$ cat config.mk
export PLATFORM = sky130hd
export DESIGN_NAME = token_deque_with_delete_core
export DESIGN_NICKNAME = d
export VERILOG_FILES = /design/src/tdq_pkg.sv /design/src/token_deque_with_delete_core.sv /design/src/tdq_ram.sv
export SDC_FILE = /design/constraint.sdc
export NUM_CORES = 2
export LEC_CHECK = 0
export ABC_CLOCK_PERIOD_IN_PS = 5700
export BUFFER_PORTS_ARGS = -buffer_cell sky130_fd_sc_hd__buf_2
export CORE_MARGIN = 3
export CORE_UTILIZATION = 35
export CTS_CLUSTER_DIAMETER = 100
export DETAILED_ROUTE_END_ITERATION = 16
export PLACE_DENSITY_LB_ADDON = 0.2
export SLEW_MARGIN = 25
export SYNTH_ARGS = -nofsm -noshare
export SYNTH_HDL_FRONTEND = slang
export SYNTH_SLANG_ARGS = --single-unit
$ cat constraint.sdc
create_clock -name clk -period 5.7 [get_ports clk]
set_clock_uncertainty 0.05 [all_clocks]
set_input_delay 0.285 -clock clk [delete_from_list [all_inputs] [get_ports clk]]
set_output_delay 0.285 -clock clk [all_outputs]
set_load 0.01 [all_outputs]
$ cat src/tdq_pkg.sv
package tdq_pkg;

  // Default sizing
  localparam int DEPTH_DEF     = 64;
  localparam int ITEM_BITS_DEF = 32;

  // Fixed port field widths
  localparam int MODE_W = 2;
  localparam int ITEM_W = 32;
  localparam int LEN_W  = 7;

  // Request modes
  localparam logic [MODE_W-1:0] MODE_APPEND  = 2'd0;
  localparam logic [MODE_W-1:0] MODE_PREPEND = 2'd1;
  localparam logic [MODE_W-1:0] MODE_DEQUEUE = 2'd2;
  localparam logic [MODE_W-1:0] MODE_DELETE  = 2'd3;

  typedef struct packed {
    logic [MODE_W-1:0] mode;
    logic [ITEM_W-1:0] item_value;
  } req_t;

  typedef struct packed {
    logic              success;
    logic [ITEM_W-1:0] item_out;
    logic [LEN_W-1:0]  length;
  } rsp_t;

endpackage

$ cat src/token_deque_with_delete_core.sv
// Append, prepend and failed requests give their result from the execute state; dequeue
// goes on through a read state, and delete walks every held entry through the slot RAM.
// A new transaction is taken in the cycle the result is shown, so the block takes no new
// request before it is through with the last; the delete walk sets how long it is busy.
// Reset (rst, synchronous) empties the queue; slot contents are not cleared.
// Results appear on result for one cycle with done high; the receiver cannot stall.
module token_deque_with_delete_core #(
  parameter int DEPTH     = tdq_pkg::DEPTH_DEF,
  parameter int ITEM_BITS = tdq_pkg::ITEM_BITS_DEF
) (
  input  logic          clk,
  input  logic          rst,
  input  logic          start,
  output logic          busy,
  input  tdq_pkg::req_t req,
  output logic          done,
  output tdq_pkg::rsp_t result
);

  localparam int AW    = $clog2(DEPTH);
  localparam int CW    = $clog2(DEPTH + 1);
  localparam int SW    = (ITEM_BITS < tdq_pkg::ITEM_W) ? ITEM_BITS : tdq_pkg::ITEM_W;
  localparam int SUM_W = AW + 1;

  localparam logic [1:0] S_IDLE = 2'd0;
  localparam logic [1:0] S_EXEC = 2'd1;
  localparam logic [1:0] S_DQ   = 2'd2;
  localparam logic [1:0] S_DEL  = 2'd3;

  logic [1:0]                  state;
  logic [tdq_pkg::MODE_W-1:0]  mode;
  logic [SW-1:0]               tok;
  logic [AW-1:0]               head;
  logic [CW-1:0]               count;
  logic [AW-1:0]               rd_ptr;
  logic [AW-1:0]               wr_ptr;
  logic [CW-1:0]               del_idx;
  logic [CW-1:0]               kept;

  logic          ram_we;
  logic [AW-1:0] ram_waddr;
  logic [SW-1:0] ram_wdata;
  logic [AW-1:0] ram_raddr;
  logic [SW-1:0] ram_rdata;

  logic [SUM_W-1:0] tail_sum;
  logic [AW-1:0]    tail_pos;
  logic [AW-1:0]    head_dec;
  logic [AW-1:0]    head_inc;
  logic [AW-1:0]    rd_inc;
  logic [AW-1:0]    wr_inc;
  logic             not_full;
  logic             tok_zero;
  logic             keep_it;
  logic             del_last;

  function automatic logic [AW-1:0] wrap_inc(input logic [AW-1:0] p);
    return (p == AW'(DEPTH - 1)) ? '0 : p + AW'(1);
  endfunction

  // Pointer arithmetic
  always_comb begin
    tail_sum = SUM_W'(head) + SUM_W'(count);
    if (tail_sum >= SUM_W'(DEPTH)) begin
      tail_sum = tail_sum - SUM_W'(DEPTH);
    end
    tail_pos = tail_sum[AW-1:0];
    head_dec = (head == '0) ? AW'(DEPTH - 1) : head - AW'(1);
    head_inc = wrap_inc(head);
    rd_inc   = wrap_inc(rd_ptr);
    wr_inc   = wrap_inc(wr_ptr);
    not_full = (count != CW'(DEPTH));
    tok_zero = (tok == '0);
    keep_it  = (ram_rdata != tok);
    del_last = (del_idx == count - CW'(1));
  end

  // RAM port selection
  always_comb begin
    ram_we    = 1'b0;
    ram_waddr = wr_ptr;
    ram_wdata = ram_rdata;
    ram_raddr = (state == S_DEL) ? rd_ptr : head;
    unique case (state)
      S_EXEC: begin
        ram_wdata = tok;
        if (mode == tdq_pkg::MODE_APPEND) begin
          ram_we    = !tok_zero && not_full;
          ram_waddr = tail_pos;
        end else if (mode == tdq_pkg::MODE_PREPEND) begin
          ram_we    = !tok_zero && not_full;
          ram_waddr = head_dec;
        end
      end
      S_DEL: begin
        ram_we = keep_it;
      end
      default: begin
      end
    endcase
  end

  tdq_ram #(
    .WIDTH (SW),
    .DEPTH (DEPTH)
  ) u_slots (
    .clk   (clk),
    .we    (ram_we),
    .waddr (ram_waddr),
    .wdata (ram_wdata),
    .raddr (ram_raddr),
    .rdata (ram_rdata)
  );

  assign busy = (state != S_IDLE);

  // Sequencer
  always_ff @(posedge clk) begin
    if (rst) begin
      state <= S_IDLE;
      head  <= '0;
      count <= '0;
      done  <= 1'b0;
    end else begin
      done <= 1'b0;
      unique case (state)
        S_IDLE: begin
          if (start) begin
            mode  <= req.mode;
            tok   <= req.item_value[SW-1:0];
            state <= S_EXEC;
          end
        end
        S_EXEC: begin
          result.item_out <= '0;
          unique case (mode)
            tdq_pkg::MODE_APPEND, tdq_pkg::MODE_PREPEND: begin
              result.success <= !tok_zero && not_full;
              result.length  <= tdq_pkg::LEN_W'(count);
              if (!tok_zero && not_full) begin
                count          <= count + CW'(1);
                result.length  <= tdq_pkg::LEN_W'(count + CW'(1));
                if (mode == tdq_pkg::MODE_PREPEND) begin
                  head <= head_dec;
                end
              end
              done  <= 1'b1;
              state <= S_IDLE;
            end
            tdq_pkg::MODE_DEQUEUE: begin
              if (count == '0) begin
                result.success <= 1'b0;
                result.length  <= '0;
                done           <= 1'b1;
                state          <= S_IDLE;
              end else begin
                state <= S_DQ;
              end
            end
            default: begin
              // delete: empty queue or null token finishes at once
              if (tok_zero || count == '0) begin
                result.success <= !tok_zero;
                result.length  <= tdq_pkg::LEN_W'(count);
                done           <= 1'b1;
                state          <= S_IDLE;
              end else begin
                rd_ptr  <= head_inc;
                wr_ptr  <= head;
                del_idx <= '0;
                kept    <= '0;
                state   <= S_DEL;
              end
            end
          endcase
        end
        S_DQ: begin
          result.success  <= 1'b1;
          result.item_out <= tdq_pkg::ITEM_W'(ram_rdata);
          result.length   <= tdq_pkg::LEN_W'(count - CW'(1));
          head            <= head_inc;
          count           <= count - CW'(1);
          done            <= 1'b1;
          state           <= S_IDLE;
        end
        default: begin
          // delete walk: read ahead one slot, compact kept entries behind it
          rd_ptr  <= rd_inc;
          del_idx <= del_idx + CW'(1);
          if (keep_it) begin
            wr_ptr <= wr_inc;
            kept   <= kept + CW'(1);
          end
          if (del_last) begin
            count          <= kept + CW'(keep_it);
            result.success <= 1'b1;
            result.length  <= tdq_pkg::LEN_W'(kept + CW'(keep_it));
            done           <= 1'b1;
            state          <= S_IDLE;
          end
        end
      endcase
    end
  end

  // Checks
  a_count_bound: assert property (@(posedge clk) disable iff (rst)
    count <= CW'(DEPTH))
    else $error("entry count above depth");

  a_done_from_work: assert property (@(posedge clk) disable iff (rst)
    done |-> ($past(state) != S_IDLE))
    else $error("result without a transaction in progress");

  a_accept_exec: assert property (@(posedge clk) disable iff (rst)
    (start && !busy) |=> (state == S_EXEC))
    else $error("accepted transaction not executed");

  a_kept_bound: assert property (@(posedge clk) disable iff (rst)
    (state == S_DEL) |-> (kept <= del_idx && del_idx < count))
    else $error("delete walk indices out of order");

  a_len_matches: assert property (@(posedge clk) disable iff (rst)
    done |-> (result.length == tdq_pkg::LEN_W'(count)))
    else $error("reported length differs from entry count");

endmodule

$ cat src/tdq_ram.sv
module tdq_ram #(
  parameter int WIDTH = 32,
  parameter int DEPTH = 64
) (
  input  logic                     clk,
  input  logic                     we,
  input  logic [$clog2(DEPTH)-1:0] waddr,
  input  logic [WIDTH-1:0]         wdata,
  input  logic [$clog2(DEPTH)-1:0] raddr,
  output logic [WIDTH-1:0]         rdata
);

  logic [WIDTH-1:0] mem [DEPTH];

  // One write port, one registered read port
  always_ff @(posedge clk) begin
    if (we) begin
      mem[waddr] <= wdata;
    end
    rdata <= mem[raddr];
  end

endmodule

=== Word level (Yosys, flattened, before mapping) ===
Memory sizes are Yosys's and may differ from the RTL's. A register that Yosys moved wholly into a read port is not among the register bits.
Index checks and enable logic that the tools add are counted.

* Bits in registers: 116
* Bits in writable memories: 2048
* Input port bits: 37
* Output and inout bits: 42
* Logic and storage cells: 128
* Memories kept: 1

* $add $sub $neg: 11
* $lt $le $gt $ge: 1
* Equal/unequal tests: 19
* Mux-type cells: 56
* Bitwise gates (word level): 3
* Reductions and logical operators: 24

{| class="wikitable"
|+ Memory list
! name !! words !! width !! rd ports !! clocked after Yosys merged registers in !! wr ports !! line !! RTL
|-
| u_slots.mem || 64 || 32 || 1 || 1 || 1 || tdq_ram.sv:13 || <nowiki>logic [WIDTH-1:0] mem [DEPTH];</nowiki>
|}

{| class="wikitable"
|+ Operators by type and width
! operator !! count
|-
| 6-bit 2-to-1 mux || 17
|-
| 32-bit one-hot mux with 2 select lines || 1
|-
| 7-bit 2-to-1 mux || 8
|-
| 7-bit one-hot mux with 2 select lines || 3
|-
| 7-bit one-hot mux with 3 select lines || 2
|-
| 6-bit one-hot mux with 2 select lines || 3
|-
| 32-bit zero test || 1
|-
| 32-bit 2-to-1 mux || 1
|-
| 32-bit inequality test || 1
|-
| 7-bit by 1-bit adder with 7-bit output (second input constant) || 3
|-
| 6-bit by 1-bit adder with 6-bit output (second input constant) || 3
|-
| 6-bit equality test (second input constant) || 3
|-
| 6-bit by 1-bit subtractor with 6-bit output (second input constant) || 2
|-
| 1-bit 2-to-1 mux || 10
|-
| 2-bit inequality test (second input constant) || 5
|-
| 5-bit AND reduction || 2
|-
| 2-bit 2-to-1 mux || 4
|-
| 4-bit AND reduction || 2
|-
| 6-bit by 7-bit adder with 7-bit output || 1
|-
| 7-bit by 1-bit adder with 7-bit output || 1
|-
| 7-bit equality test || 1
|-
| 7-bit greater-or-equal comparator (second input constant) || 1
|-
| 7-bit zero test || 1
|-
| 7-bit inequality test (second input constant) || 1
|-
| other kinds (23) || 37
|}

=== Longest topological paths before layout ===
* Depth in word-level cells: 8
* Mapped depth: 11
* Depth with buffers taken out: 11

=== Cells and area by module ===
Synthesis repeated with hierarchy kept, for this count alone.

* Cell total of the unflattened synthesis: 4153
* Area, all modules: 85911.1 sq um

{| class="wikitable"
|+ Modules (own cells, without submodules)
! module !! instances !! cells an instance !! area an instance (sq um)
|-
| tdq_ram || 1 || 3511 || 79039.6
|-
| token_deque_with_delete_core || 1 || 642 || 6871.6
|}

=== Least setup slack after synthesis ===
Ideal clock, no wire load.

* Path kind: register to register
* Start: register head[0]
* End: memory u_slots.mem[29][0] (enable)
* Library setup time: 503 ps
* Arrival time: 5348 ps
* Required time: 5147 ps
* Slack: -200 ps
* Stages on the path, launching flop included: 11
* Buffers on the path: 2
* Clock period less this slack: 5900 ps
* Cell sequence: dfxtp_1 > ha_1 > fa_1 > a21o_1 > a21oi_1 > xor2_1 > o211a_1 > or2_2 > buf_1 > clkbuf_1 > nor4_1

* Word-level cells in the longest chain between the ends: 5
* Elaborated cells between the ends (all ways): 10
* Those cells by class: add/sub (3); order compare (1); mux (5); reduce/logical (1)

{| class="wikitable"
|+ Ends and longest elaborated chain
! element !! line !! RTL
|-
| start: declaration || token_deque_with_delete_core.sv:33 || <nowiki>logic [AW-1:0] head;</nowiki>
|-
| start signal: assignment || token_deque_with_delete_core.sv:181 || <nowiki>head <= head_inc;</nowiki>
|-
| 6-bit by 7-bit adder with 7-bit output, or another cell as far along || token_deque_with_delete_core.sv:63 || <nowiki>tail_sum = SUM_W'(head) + SUM_W'(count);</nowiki>
|-
| 6-bit by 1-bit subtractor with 6-bit output, or another cell as far along || token_deque_with_delete_core.sv:65 || <nowiki>tail_sum = tail_sum - SUM_W'(DEPTH);</nowiki>
|-
| 6-bit 2-to-1 mux (on tied branches) || token_deque_with_delete_core.sv:64, token_deque_with_delete_core.sv:90 ||
|-
| 6-bit 2-to-1 mux (*) || token_deque_with_delete_core.sv:87 || <nowiki>if (mode == tdq_pkg::MODE_APPEND) begin</nowiki>
|-
| 6-bit 2-to-1 mux (*) || token_deque_with_delete_core.sv:84 || <nowiki>unique case (state)</nowiki>
|-
| end: declaration || tdq_ram.sv:13 ||
|}

Every way passes the cells marked *; elsewhere a longest branch is shown, timed or not.

=== Worst setup path after layout ===
* Start: register state[0]
* End: register u_slots.rdata[26] (read register of u_slots.mem)

* Word-level cells in the longest chain between the ends: 2

{| class="wikitable"
|+ Ends and longest elaborated chain
! element !! line !! RTL
|-
| start: declaration || token_deque_with_delete_core.sv:30 || <nowiki>logic [1:0] state;</nowiki>
|-
| start signal: assignment || token_deque_with_delete_core.sv:120 || <nowiki>state <= S_IDLE;</nowiki>
|-
| start signal: assignment || token_deque_with_delete_core.sv:131 || <nowiki>state <= S_EXEC;</nowiki>
|-
| start signal: assignment || token_deque_with_delete_core.sv:148 || <nowiki>state <= S_IDLE;</nowiki>
|-
| 2-bit equality test || token_deque_with_delete_core.sv:83 || <nowiki>ram_raddr = (state == S_DEL) ? rd_ptr : head;</nowiki>
|-
| 6-bit 2-to-1 mux || token_deque_with_delete_core.sv:83 ||
|-
| end: declaration || tdq_ram.sv:10 || <nowiki>output logic [WIDTH-1:0] rdata</nowiki>
|}

No other way between the ends.
A chain may end at the register's enable or synchronous reset.

==> run metrics <==
DR iter-0 viols=4619; CP Capture Type=register; Reg clk slew, reported paths=0.07 ns; crit path DAT=5.24 ns; post-route ant nets=0; worst hold path class=primary input to register; Ports=79; First-pass DRT Iterations=6; Max Fclk=219 MHz; Synth Register Bits=2196; slowest stage delay, CP=0.70 ns; vias per std cell=5.49; final net count=4306; crit path time final=4.56 ns; count leader, synth=edfxtp_1; # port buffers=78; starting density of the core=35.4%; ys async rst share=0%; Die Wd=501 um; synthesized area=0.0857 mm2; critical path cell sequence=ha_1 > mux2i_4 > buf_12 > buf_4 > buf_4 > mux4_2 > mux2i_1 > o22ai_1 > or4_1; Startpoint Class=register; max_cap viols=0; ratio of cells with drive above 1 in the final layout=27.6%; CP endpoint=u_slots.rdata[26]; Hold WS=0.0981 ns; Global Route Usage Sum=19.3%; synthesized net count=3991; CTS max path bufs=3; Ys Warns=0; Most used DFF post-synth=edfxtp_1; unrepaired setup endpoints after global routing=no; vias in the first global route=42900; Worst Reg-to-Reg Cells=9; Rel. slew slack=25.0%; total CTS buffers=226; R2R Setup Slk=1.14 ns; ranking of synthesized cells by area=edfxtp_1 (75%), mux4_2 (13%), mux2i_1 (3.0%); fin. max-slew vios=0; worst-path maximum fanout=21; Post-DP HPWL=142000 um; Final Wtd Congestion=0.865; Finished Layout Cells=7624; H-tree Lvls=4; CTS Sinks=2196; final hold violation count=0; crit path from=state[0]; CP most frequent cell=buf_4; slew at the pin closest to its max-slew limit=1.13 ns; crit path max-delay cell type=ha_1; vias=41900; reg-to-reg endpoint=u_slots.rdata[26]; Row Count=180; Synth Instances=3932; DR WL/cell=31.9 um; Placed Cells=7167; CTS tree=done; status=finished clean; largest net degree at the start of global routing=72; Setup WS pre-CTS=1.11 ns; power per cell area=382 mW/mm2; Static Leakage=30.4 nW; CP delay by family, top=buffers and inverters; Mean Syn Cell Area=21.8 um2; worst r2r src=state[0]; final worst slack=1.14 ns; DRC violations left=0; die area=0.251 mm2; cell area after layout=0.0987 mm2; share of the synthesized area in the top cell type=75.3%; core area=0.242 mm2; Util after Layout=40.8%; Synth area leader=edfxtp_1; Setup violations, final=0; EDFF count, synth=2148; list of most frequent post-synthesis cells=edfxtp_1 (2148), mux4_2 (512), mux2i_1 (261); post-synthesis sequential area ratio=76.4%; Total Power=37.7 mW; antenna violations before repair=21; fin crit share=80.0%; Die Y=501 um; first-pass GRT wire length=341000 um; CP Buf/Inv Count=3; critical path depth in cells=9; Cell variety after synth=64; Setup TNS Final=0 ns; placed cell areas=0.0912 mm2; latest clock arrival within the worst-skew pair=0.86 ns; CTS root buffer=clkbuf_16; grt ovf=0; area grow syn2layout=15.2%; CP required=6.38 ns; Setup CP Type=register to register; maximum vdd drop=334 uV; Routed WL=243000 um
==> worst min-delay path by stage <==
stage	from	to	cells after the start
4_1_cts	req[2]	tok[2]	2
2_1_floorplan	req[32]	mode[0]	0
5_1_grt	req[2]	tok[2]	2
3_3_place_gp	req[1]	tok[1]	1
3_5_place_dp	req[8]	tok[8]	1
6_report	req[2]	tok[2]	2
==> final cells by class <==
| type | instances | area (um2) |
|---|---|---|
| fill | 21200 | 143000 |
| sequential | 2196 | 65500 |
| multi-input combinational | 1495 | 19600 |
| clock buffer | 301 | 6040 |
| tap | 3185 | 3990 |
| timing repair buffer | 306 | 2480 |
| clock inverter | 112 | 1000 |
| inverter | 22 | 82.6 |
| antenna | 7 | 17.5 |
==> worst register-to-register path, cell delays in order (launching register included) <==
cell     delay [ns]
dfxtp_1        0.41
ha_1           0.70
mux2i_4        0.48
buf_12         0.31
buf_4          0.49
buf_4          0.48
mux4_2         0.57
mux2i_1        0.16
o22ai_1        0.23
or4_1          0.54
==> routing by layer <==
metal  GRT usage [%]  vias to the layer above  routed length [um]
li1                -                    17300                   -
met1            27.2                    22800              105000
met2            31.3                     1456              117000
met3            2.92                      305               14400
met4            5.03                        0                6140
met5               0                        -                   0
==> state kept, by name, summed over array words and instances, names as in the netlist <==
name	count
u_slots.mem	2048
result	40
tok	32
u_slots.rdata	32
count	7
del_idx	7
kept	7
head	6
rd_ptr	6
wr_ptr	6
mode	2
state	2
done	1
==> cell usage in the layout, fill, tap and decap left out, types with 37 or more instances in the layout <==
cell type	netlist	routed
clkbuf_1	106	66
o22ai_1	134	126
edfxtp_1	2148	2148
nor3_2	0	48
xnor2_1	49	49
dlygate4sd3_1	0	37
dfxtp_1	48	48
buf_2	65	78
mux4_2	512	512
mux2i_1	261	260
buf_4	18	168
nand2_1	55	46
nor2_1	45	43
clkbuf_16	0	227
clkinv_1	0	43
==> repair_timing <==
| action | in CTS | in global routing |
|---|---|---|
| setup buffers | 0 | 0 |
| hold buffers | 37 | 0 |
| gates resized for setup | 0 | 0 |
| hold endpoints to repair | 65 | 0 |
==> power by group <==
group	switching (mW)	internal (mW)	total, mW	leakage (nW)
Combinational	3.01	1.14	4.15	7.17
Sequential	0.246	19.1	19.4	19.8
Clock	6.19	7.97	14.2	3.43
Total	9.45	28.2	37.7	30.4
==> cell families after synthesis <==
| kind of cell | Yosys count | share of synthesized area, % |
|---|---|---|
| buf+inv | 241 | 1.34 |
| fa+ha+maj | 22 | 0.330 |
| xor+xnor | 75 | 0.831 |
| simple gates | 318 | 2.00 |
| mux | 809 | 17.0 |
| compound gates | 271 | 2.10 |
| flops | 2196 | 76.4 |
No activity file was read; power rests on OpenSTA's default activity.
